==> config.mk <==
export PLATFORM = sky130hd
export DESIGN_NAME = flv_tag_stats_parser
export DESIGN_NICKNAME = d
export VERILOG_FILES = /design/src/hw/rtl/flvtsp_pkg.sv /design/src/hw/rtl/flvtsp_parse.sv /design/src/hw/rtl/flvtsp_obuf.sv /design/src/hw/rtl/flv_tag_stats_parser.sv
export SDC_FILE = /design/constraint.sdc
export NUM_CORES = 2
export LEC_CHECK = 0
export BUFFER_PORTS_ARGS = -buffer_cell sky130_fd_sc_hd__buf_2
export CORE_MARGIN = 2
export CORE_UTILIZATION = 35
export DETAILED_ROUTE_END_ITERATION = 7
export PLACE_DENSITY_LB_ADDON = 0.3
export SKIP_LAST_GASP = 1
export SYNTH_ARGS = -nofsm -noshare
export SYNTH_HDL_FRONTEND = slang
export SYNTH_HIERARCHICAL = 1
export SYNTH_SLANG_ARGS = --single-unit
==> constraint.sdc <==
create_clock -name i_clk -period 24.2 [get_ports i_clk]
set_clock_uncertainty 0.1 [all_clocks]
set_input_delay 1.21 -clock i_clk [delete_from_list [all_inputs] [get_ports i_clk]]
set_output_delay 1.21 -clock i_clk [all_outputs]
set_load 0.01 [all_outputs]
==> src/hw/rtl/flvtsp_pkg.sv <==
// Shared types, constants and result layout for the FLV tag statistics parser.
`default_nettype none

package flvtsp_pkg;

    localparam int TOTAL_WIDTH_DEF = 48;
    localparam int FIELD_W         = 48;
    localparam int STAMP_W         = 32;
    localparam int RES_BITS        = 2 + 4 * FIELD_W + STAMP_W;
    localparam int TDATA_W         = ((RES_BITS + 7) / 8) * 8;

    localparam logic [31:0] FLV_MAGIC   = 32'h464C_5601;
    localparam logic [31:0] HDR_LEN     = 32'd9;
    localparam logic [31:0] TRAILER_LEN = 32'd4;
    localparam logic [7:0]  KIND_AUDIO  = 8'd8;
    localparam logic [7:0]  KIND_VIDEO  = 8'd9;
    localparam logic [7:0]  KIND_SCRIPT = 8'd18;

    localparam int DATA_OVERHEAD = 15;
    localparam int AV_OVERHEAD   = 11;

    // byte positions inside multi-byte fields
    localparam logic [3:0] IDX_KIND     = 4'd0;
    localparam logic [3:0] IDX_LEN_B1   = 4'd1;
    localparam logic [3:0] IDX_LEN_B2   = 4'd2;
    localparam logic [3:0] IDX_WORD_END = 4'd3;
    localparam logic [3:0] IDX_STAMP_B0 = 4'd4;
    localparam logic [3:0] IDX_STAMP_B1 = 4'd5;
    localparam logic [3:0] IDX_STAMP_B2 = 4'd6;
    localparam logic [3:0] IDX_STAMP_X  = 4'd7;
    localparam logic [3:0] IDX_HDR_END  = 4'd10;

    typedef enum logic [2:0] {
        PH_SIG,
        PH_FLAGS,
        PH_OFFSET,
        PH_PAD,
        PH_PREV0,
        PH_TAGHDR,
        PH_SKIP,
        PH_ERROR
    } t_phase;

    typedef enum logic [1:0] {
        ST_OK,
        ST_BAD_SIG,
        ST_ZERO_OFFSET,
        ST_TRUNCATED
    } t_status;

    typedef struct packed {
        t_status              status;
        logic [FIELD_W-1:0]   data_total;
        logic [FIELD_W-1:0]   audio_total;
        logic [FIELD_W-1:0]   video_total;
        logic [STAMP_W-1:0]   duration_ms;
        logic [FIELD_W-1:0]   file_bytes;
    } t_result;

endpackage

`default_nettype wire

==> src/hw/rtl/flvtsp_parse.sv <==
// FLV header/tag parser with saturating totals; one byte per cycle on i_take.
`default_nettype none

module flvtsp_parse
    import flvtsp_pkg::*;
#(
    parameter int TOTAL_WIDTH = TOTAL_WIDTH_DEF
) (
    input  wire logic       i_clk,
    input  wire logic       i_rst_n,
    input  wire logic       i_take,
    input  wire logic [7:0] i_byte,
    input  wire logic       i_last,
    output logic            o_res_valid,
    output t_result         o_res
);

    localparam int TW = TOTAL_WIDTH;

    t_phase            r_phase, n_phase;
    logic [3:0]        r_idx, n_idx;
    logic [31:0]       r_asm, n_asm;
    logic [7:0]        r_kind, n_kind;
    logic [23:0]       r_length, n_length;
    logic [31:0]       r_skip, n_skip;
    logic [TW-1:0]     r_sum_data, n_sum_data;
    logic [TW-1:0]     r_sum_audio, n_sum_audio;
    logic [TW-1:0]     r_sum_video, n_sum_video;
    logic [STAMP_W-1:0] r_stamp, n_stamp;
    logic [TW-1:0]     r_bytes, n_bytes;
    t_status           r_err, n_err;

    logic [TW:0]       data_add, audio_add, video_add, bytes_add;
    logic [TW-1:0]     data_sat, audio_sat, video_sat, bytes_sat;
    logic [31:0]       asm_sh;

    // saturating accumulators: carry out of the top bit means clamp
    assign data_add  = {1'b0, r_sum_data} + (TW+1)'(r_length) + (TW+1)'(DATA_OVERHEAD);
    assign audio_add = {1'b0, r_sum_audio} + (TW+1)'(r_length) + (TW+1)'(AV_OVERHEAD);
    assign video_add = {1'b0, r_sum_video} + (TW+1)'(r_length) + (TW+1)'(AV_OVERHEAD);
    assign bytes_add = {1'b0, r_bytes} + (TW+1)'(1);

    assign data_sat  = data_add[TW]  ? '1 : data_add[TW-1:0];
    assign audio_sat = audio_add[TW] ? '1 : audio_add[TW-1:0];
    assign video_sat = video_add[TW] ? '1 : video_add[TW-1:0];
    assign bytes_sat = bytes_add[TW] ? '1 : bytes_add[TW-1:0];

    assign asm_sh = {r_asm[23:0], i_byte};

    always_ff @(posedge i_clk) begin
        if (!i_rst_n) begin
            r_phase     <= PH_SIG;
            r_idx       <= '0;
            r_asm       <= '0;
            r_kind      <= '0;
            r_length    <= '0;
            r_skip      <= '0;
            r_sum_data  <= '0;
            r_sum_audio <= '0;
            r_sum_video <= '0;
            r_stamp     <= '0;
            r_bytes     <= '0;
            r_err       <= ST_OK;
        end else begin
            r_phase     <= n_phase;
            r_idx       <= n_idx;
            r_asm       <= n_asm;
            r_kind      <= n_kind;
            r_length    <= n_length;
            r_skip      <= n_skip;
            r_sum_data  <= n_sum_data;
            r_sum_audio <= n_sum_audio;
            r_sum_video <= n_sum_video;
            r_stamp     <= n_stamp;
            r_bytes     <= n_bytes;
            r_err       <= n_err;
        end
    end

    always_comb begin
        n_phase     = r_phase;
        n_idx       = r_idx;
        n_asm       = r_asm;
        n_kind      = r_kind;
        n_length    = r_length;
        n_skip      = r_skip;
        n_sum_data  = r_sum_data;
        n_sum_audio = r_sum_audio;
        n_sum_video = r_sum_video;
        n_stamp     = r_stamp;
        n_bytes     = r_bytes;
        n_err       = r_err;
        o_res_valid = 1'b0;
        o_res       = '0;

        if (i_take) begin
            n_bytes = bytes_sat;
            unique case (r_phase)
                PH_SIG: begin
                    n_asm = asm_sh;
                    if (r_idx == IDX_WORD_END) begin
                        n_idx = '0;
                        if (asm_sh != FLV_MAGIC) begin
                            n_err   = ST_BAD_SIG;
                            n_phase = PH_ERROR;
                        end else begin
                            n_phase = PH_FLAGS;
                        end
                    end else begin
                        n_idx = r_idx + 4'd1;
                    end
                end
                PH_FLAGS: begin
                    n_phase = PH_OFFSET;
                    n_idx   = '0;
                    n_asm   = '0;
                end
                PH_OFFSET: begin
                    n_asm = asm_sh;
                    if (r_idx == IDX_WORD_END) begin
                        n_idx = '0;
                        if (asm_sh == '0) begin
                            n_err   = ST_ZERO_OFFSET;
                            n_phase = PH_ERROR;
                        end else if (asm_sh > HDR_LEN) begin
                            n_skip  = asm_sh - HDR_LEN;
                            n_phase = PH_PAD;
                        end else begin
                            n_phase = PH_PREV0;
                        end
                    end else begin
                        n_idx = r_idx + 4'd1;
                    end
                end
                PH_PAD: begin
                    n_skip = r_skip - 32'd1;
                    if (n_skip == '0) begin
                        n_phase = PH_PREV0;
                        n_idx   = '0;
                    end
                end
                PH_PREV0: begin
                    if (r_idx == IDX_WORD_END) begin
                        n_idx   = '0;
                        n_phase = PH_TAGHDR;
                    end else begin
                        n_idx = r_idx + 4'd1;
                    end
                end
                PH_TAGHDR: begin
                    unique case (r_idx)
                        IDX_KIND: begin
                            n_kind = i_byte;
                            n_asm  = '0;
                        end
                        IDX_LEN_B1, IDX_LEN_B2: n_asm = asm_sh;
                        IDX_WORD_END: begin
                            n_asm    = asm_sh;
                            n_length = asm_sh[23:0];
                        end
                        IDX_STAMP_B0: n_asm = {24'd0, i_byte};
                        IDX_STAMP_B1, IDX_STAMP_B2: n_asm = asm_sh;
                        // extended timestamp byte lands on top
                        IDX_STAMP_X: n_asm = {i_byte, r_asm[23:0]};
                        default: ;
                    endcase
                    if (r_idx == IDX_HDR_END) begin
                        n_stamp = r_asm;
                        if (r_kind != KIND_SCRIPT) n_sum_data = data_sat;
                        if (r_kind == KIND_AUDIO) n_sum_audio = audio_sat;
                        else if (r_kind == KIND_VIDEO) n_sum_video = video_sat;
                        n_skip  = 32'(r_length) + TRAILER_LEN;
                        n_idx   = '0;
                        n_phase = PH_SKIP;
                    end else begin
                        n_idx = r_idx + 4'd1;
                    end
                end
                PH_SKIP: begin
                    n_skip = r_skip - 32'd1;
                    if (n_skip == '0) begin
                        n_idx   = '0;
                        n_phase = PH_TAGHDR;
                    end
                end
                PH_ERROR: ;
                default: ;
            endcase

            if (i_last) begin
                o_res_valid       = 1'b1;
                if (n_err != ST_OK) o_res.status = n_err;
                else if (n_phase <= PH_PREV0) o_res.status = ST_TRUNCATED;
                else o_res.status = ST_OK;
                o_res.data_total  = FIELD_W'(n_sum_data);
                o_res.audio_total = FIELD_W'(n_sum_audio);
                o_res.video_total = FIELD_W'(n_sum_video);
                o_res.duration_ms = n_stamp;
                o_res.file_bytes  = FIELD_W'(n_bytes);

                // end of file: back to the reset state for the next one
                n_phase     = PH_SIG;
                n_idx       = '0;
                n_asm       = '0;
                n_kind      = '0;
                n_length    = '0;
                n_skip      = '0;
                n_sum_data  = '0;
                n_sum_audio = '0;
                n_sum_video = '0;
                n_stamp     = '0;
                n_bytes     = '0;
                n_err       = ST_OK;
            end
        end
    end

`ifndef NO_ASSERTIONS
    a_err_phase: assert property (@(posedge i_clk) disable iff (!i_rst_n)
        (r_err != ST_OK) == (r_phase == PH_ERROR))
        else $error("error code and error phase disagree");

    a_skip_live: assert property (@(posedge i_clk) disable iff (!i_rst_n)
        (r_phase == PH_PAD || r_phase == PH_SKIP) |-> (r_skip != '0))
        else $error("skip count empty while skipping");

    a_hdr_idx: assert property (@(posedge i_clk) disable iff (!i_rst_n)
        (r_phase == PH_TAGHDR) |-> (r_idx <= IDX_HDR_END))
        else $error("tag header index out of range");

    a_no_sums_before_tags: assert property (@(posedge i_clk) disable iff (!i_rst_n)
        (r_phase <= PH_PREV0 || r_phase == PH_ERROR) |->
            (r_sum_data == '0 && r_sum_audio == '0 && r_sum_video == '0))
        else $error("totals moved before the first tag");
`endif

endmodule

`default_nettype wire

==> src/hw/rtl/flvtsp_obuf.sv <==
// Output register with one skid entry for the summary word.
`default_nettype none

module flvtsp_obuf
    import flvtsp_pkg::*;
(
    input  wire logic    i_clk,
    input  wire logic    i_rst_n,
    input  wire logic    i_push,
    input  wire t_result i_res,
    output logic         o_ready,
    output logic         o_valid,
    input  wire logic    i_pop_ready,
    output t_result      o_res
);

    logic    r_out_valid, n_out_valid;
    logic    r_skid_valid, n_skid_valid;
    t_result r_out, n_out;
    t_result r_skid, n_skid;

    assign o_ready = !r_skid_valid;
    assign o_valid = r_out_valid;
    assign o_res   = r_out;

    always_comb begin
        n_out_valid  = r_out_valid;
        n_skid_valid = r_skid_valid;
        n_out        = r_out;
        n_skid       = r_skid;
        if (!r_out_valid || i_pop_ready) begin
            // output slot frees up: refill from skid first, then from input
            if (r_skid_valid) begin
                n_out        = r_skid;
                n_out_valid  = 1'b1;
                n_skid       = i_res;
                n_skid_valid = i_push;
            end else begin
                n_out        = i_res;
                n_out_valid  = i_push;
            end
        end else if (i_push) begin
            n_skid       = i_res;
            n_skid_valid = 1'b1;
        end
    end

    always_ff @(posedge i_clk) begin
        if (!i_rst_n) begin
            r_out_valid  <= 1'b0;
            r_skid_valid <= 1'b0;
        end else begin
            r_out_valid  <= n_out_valid;
            r_skid_valid <= n_skid_valid;
        end
    end

    always_ff @(posedge i_clk) begin
        r_out  <= n_out;
        r_skid <= n_skid;
    end

endmodule

`default_nettype wire

==> src/hw/rtl/flv_tag_stats_parser.sv <==
// Top level of the FLV tag statistics parser: byte stream in, summary word out.
`default_nettype none

// Takes one FLV file byte per cycle while o_s_tready is high and returns one
// summary word per file, on the byte marked tlast. Every byte is parsed in
// the cycle it is accepted (header check, padding skip, 11-byte tag headers,
// saturating totals), so the input sustains one byte per clock while
// o_s_tready is high. The summary is registered for the master side; one skid
// entry stands behind the output register, and o_s_tready drops only when
// both hold a summary the sink has not taken. Status codes: 0 ok, 1 bad
// signature, 2 zero data offset, 3 file ended before the first tag.
module flv_tag_stats_parser
    import flvtsp_pkg::*;
#(
    parameter int TOTAL_WIDTH = TOTAL_WIDTH_DEF
) (
    input  wire logic               i_clk,
    input  wire logic               i_rst_n,
    input  wire logic               i_s_tvalid,
    output logic                    o_s_tready,
    input  wire logic [7:0]         i_s_tdata,   // [7:0] byte_in
    input  wire logic               i_s_tlast,   // is_last
    output logic                    o_m_tvalid,
    input  wire logic               i_m_tready,
    // [1:0] status, [49:2] data_total, [97:50] audio_total,
    // [145:98] video_total, [177:146] duration_ms, [225:178] file_bytes
    output logic [TDATA_W-1:0]      o_m_tdata
);

    logic    take;
    logic    res_valid;
    t_result res;
    t_result out_res;

    assign take = i_s_tvalid && o_s_tready;

    flvtsp_parse #(
        .TOTAL_WIDTH (TOTAL_WIDTH)
    ) u_parse (
        .i_clk       (i_clk),
        .i_rst_n     (i_rst_n),
        .i_take      (take),
        .i_byte      (i_s_tdata),
        .i_last      (i_s_tlast),
        .o_res_valid (res_valid),
        .o_res       (res)
    );

    flvtsp_obuf u_obuf (
        .i_clk       (i_clk),
        .i_rst_n     (i_rst_n),
        .i_push      (res_valid),
        .i_res       (res),
        .o_ready     (o_s_tready),
        .o_valid     (o_m_tvalid),
        .i_pop_ready (i_m_tready),
        .o_res       (out_res)
    );

    assign o_m_tdata = {{(TDATA_W - RES_BITS){1'b0}},
                        out_res.file_bytes,
                        out_res.duration_ms,
                        out_res.video_total,
                        out_res.audio_total,
                        out_res.data_total,
                        out_res.status};

endmodule

`default_nettype wire
==> out/results.tsv <==
stage	metric	value	unit
logic_synthesis	fraction of the yosys area taken by sequential cells	47.47	%
critical_path	cell count along the critical path	12	
clocking	TritonCTS Buffers	85	
timing	RSZ-0062 raised after global routing	no	
critical_path	timing startpoint of the critical path	u_parse/r_length[12]	
logic_synthesis	flip-flop cell with the highest count after synthesis	sky130_fd_sc_hd__edfxtp_1	
worst_hold_path	HP Class	flop to flop	
routing	number of antenna-violating nets in the routed design	0	
global_routing	first-pass GRT wire length	188300	µm
die	Die Y	352.7	µm
timing	upper clock frequency limit	191.5	MHz
layout	ratio of cells with drive above 1 in the final layout	16.35	%
routing	Routed wire per std cell	20.75	µm
logic_synthesis	Syn Inst Count	4172	
critical_path	critical path class	flop to flop	
place	number of instances in the placed design	5795	
place	Detail Placement HPWL	83500	µm
critical_path	Worst Path Buf+Inv	0	
logic_synthesis	area share of the largest cell type after synthesis	31.90	%
routing	residual DRC count	0	
place	RePlAce Congestion	0.9190	
timing	final-layout worst hold slack	0.3842	ns
critical_path	Largest delay share family, worst path	simple AND/OR/NAND/NOR gates	
critical_path	r2r worst-path depth	12	
power	static power due to leakage	0.01868	µW
critical_path	Worst EP arrival	5.64	ns
die	Die Wd	352.7	µm
routing	Final Routed Wirelength	123700	µm
die	core area	120300	µm²
power	total internal power	2220	µW
critical_path	CP Max Fanout	19	
critical_path	launch instance of the worst register-to-register path	u_parse/r_length[12]	
clocking	Setup Buffers After CTS	0	
clocking	Resized cells post-CTS	0	
routing	TritonRoute pass-1 iters	6	
timing	final critical path time including I/O delays and setup	5.223	ns
worst_hold_path	endpoint with the worst hold slack	u_parse/r_sum_data[6]	
critical_path	kind of start point of the critical path	flop	
clocking	hold-fix buffers at CTS	0	
power	peak ir drop on the vdd network	0.05256	mV
worst_hold_path	worst hold start	u_parse/r_sum_data[6]	
clocking	number of clock sinks seen by CTS	783	
layout	growth of design area from synthesis to finish	11.76	%
logic_synthesis	number of synthesized flops with an enable pin	452	
die	starting utilization of the core area	35.37	%
die	die area	124400	µm²
flow_run	reported max-cap violation count	0	
routing	post-detailed-route via-to-cell ratio	5.521	
clocking	number of levels in the clock H-tree	3	
critical_path	crit-path most repeated cell	sky130_fd_sc_hd__ha_1	
critical_path	Worst R2R End	u_obuf/o_res[174]	
logic_synthesis	Yosys top cell by area	sky130_fd_sc_hd__edfxtp_1	
layout	total of fill cells in the finished design	11683	
logic_synthesis	Syn Area/Cell	10.20	µm²
die	number of rows created at floorplan	127	
critical_path	endpoint kind of the worst setup timing path	flop	
run_status	result of the run	finished clean	
timing	final total negative setup slack	0	ns
timing	portion of the clock cycle consumed by the worst path in the final layout	21.58	%
timing	max_slew headroom	14.88	%
routing	routed vias	32893	
logic_synthesis	ranking of synthesized cells by area	sky130_fd_sc_hd__edfxtp_1 (32%), sky130_fd_sc_hd__dfxtp_1 (16%), sky130_fd_sc_hd__mux2_4 (6.9%), sky130_fd_sc_hd__ha_1 (4.6%), sky130_fd_sc_hd__nor2_1 (3.9%)	
global_routing	overall routing resource usage	19.09	%
logic_synthesis	asr flop ratio synth	0	%
critical_path	stage delay of the slowest cell on the critical path	0.94	ns
power	overall power after layout	2897	µW
power	power per cell area	60.92	nW/µm²
logic_synthesis	count of warnings emitted by yosys	6	
global_routing	antenna violations before repair	6	
routing	number of design-rule violations left by the first detailed-router iteration	3219	
critical_path	register-to-register setup slack	18.98	ns
logic_synthesis	synthesized area	42550	µm²
power	fraction of power spent switching nets	23.37	%
logic_synthesis	most common cell in the netlist	sky130_fd_sc_hd__edfxtp_1	
logic_synthesis	number of distinct library cells after synthesis	95	
worst_hold_path	count of cells along the worst hold path	2	
clocking	TritonCTS clock tree	yes	
clocking	clock root buffer master	sky130_fd_sc_hd__clkbuf_16	
logic_synthesis	synth cell count leaders	sky130_fd_sc_hd__edfxtp_1 (452), sky130_fd_sc_hd__nor2_1 (438), sky130_fd_sc_hd__nand2_1 (359)	
power	Logic pwr share	4.9	%
critical_path	worst path required time	24.61	ns
global_routing	GRT overflow	0	
timing	total count of max-transition violations in the final report	0	
critical_path	cell at the slowest stage of the critical path	sky130_fd_sc_hd__a211oi_2	
die	total I/O pin count	247	
clocking	Clock transition at path regs	0.06	ns
layout	final std cells w/o fill	5958	
global_routing	maximum number of pins on one net before global-route repair	155	
power	part of the total power dissipated in sequential elements	49.4	%
layout	NumNets Final	4441	
place	port buffer count	240	
clocking	Clock Latency Late Sink	0.66	ns
logic_synthesis	Synth Register Bits	783	
timing	Setup-failing EPs final	0	
timing	final hold vios	0	
clocking	worst-case clock buffer depth	3	
power	power share of the clock group	45.7	%
critical_path	series of cell instances along the critical path	ha_1 -> ha_1 -> nor2_1 -> nor3b_1 -> o31ai_1 -> o21ai_0 -> o21ai_1 -> a211oi_2 -> nand2_1 -> and4_1 -> nor3_1 -> mux2_4	
power	net switching power	677.0	µW
global_routing	via count of the first global-routing pass	30913	
timing	transition time at the pin with the least slew margin	1.277	ns
-- cells in the final DEF (no fill, tap or decap), types with 94 or more instances in the layout --
cell type / count
sky130_fd_sc_hd__nand2_1: 357
sky130_fd_sc_hd__xor2_1: 94
sky130_fd_sc_hd__a21oi_1: 318
sky130_fd_sc_hd__nand3_1: 118
sky130_fd_sc_hd__mux2_4: 196
sky130_fd_sc_hd__nor2_1: 433
sky130_fd_sc_hd__ha_1: 155
sky130_fd_sc_hd__dfxtp_1: 330
sky130_fd_sc_hd__o21ai_0: 228
sky130_fd_sc_hd__xnor2_1: 98
sky130_fd_sc_hd__buf_2: 240
sky130_fd_sc_hd__edfxtp_1: 452
-- metrics by stage --
step | setup WS, ns | cell area (µm²) | util, %
after floorplan | 5.790 | 42570 | -
after global placement | 18.77 | 44740 | 37.20
after detailed placement | 18.74 | 44740 | 37.20
after CTS | 19.03 | 47550 | 39.53
after global routing | 18.68 | 47550 | 39.53
final | 18.98 | 47560 | 39.54
-- worst max-delay path by stage --
| stage | endpoint |
|---|---|
| 2_1_floorplan | u_obuf/r_skid[0] |
| 3_3_place_gp | u_parse/r_sum_audio[43] |
| 3_5_place_dp | u_parse/r_sum_audio[43] |
| 4_1_cts | u_obuf/o_res[174] |
| 5_1_grt | u_obuf/o_res[174] |
| 6_report | u_obuf/o_res[174] |
-- layout make-up --
| cell class | count | area, µm² | area share, % |
|---|---|---|---|
| repair buffers | 288 | 1574 | 3.310 |
| clock inverters | 54 | 564.3 | 1.187 |
| clock buffers | 105 | 2242 | 4.715 |
| diodes | 4 | 10.01 | 0.02105 |
| inverters | 84 | 325.3 | 0.6840 |
| flip-flops and latches | 783 | 20200 | 42.48 |
| well taps | 1612 | 2017 | 4.241 |
| multi-input cells | 3028 | 20620 | 43.36 |
-- tightest hold or removal path: cells and delay by family (launching register included) --
family	cells	cell delay, ns
flops	1	0.34
simple gates	2	0.10
-- power groups by stage --
stage                     Sequential [µW]  Combinational, µW  Clock [µW]
final                                1430                142        1320
after global routing                 1430                152        1410
after CTS                            1430                142        1360
after detailed placement             1460                141           0
after global placement               1460                140           0
after floorplan                      1470               85.9           0
-- metal layers --
metal,track usage [%],routed length (µm),up-vias
li1,-,-,15627
met1,27.07,57300,15958
met2,29.59,55020,1095
met3,3.239,7857,205
met4,5.863,3421,8
met5,0,57,-
-- flip-flops by register name, indices dropped and copies added (netlist names) --
register             flops
u_obuf/o_res           226
u_obuf/r_skid          226
u_parse/r_bytes         48
u_parse/r_sum_audio     48
u_parse/r_sum_data      48
u_parse/r_sum_video     48
u_parse/r_asm           32
u_parse/r_skip          32
u_parse/r_stamp         32
u_parse/r_length        24
u_parse/r_kind           8
u_parse/r_idx            4
u_parse/r_phase          3
u_parse/r_err            2
u_obuf/o_valid           1
u_obuf/r_skid_valid      1
-- cells by family after synthesis --
| family | synth area share, % |
|---|---|
| xor gates and xnor gates | 3.952 |
| adders and majority gates | 4.699 |
| muxes | 8.698 |
| AOI/OAI and AO/OA | 15.64 |
| buffers and inverters | 4.284 |
| and+or+nand+nor | 15.25 |
| other | 0.008813 |
| DFF | 47.47 |
No activity file was read; power rests on OpenSTA's default activity.
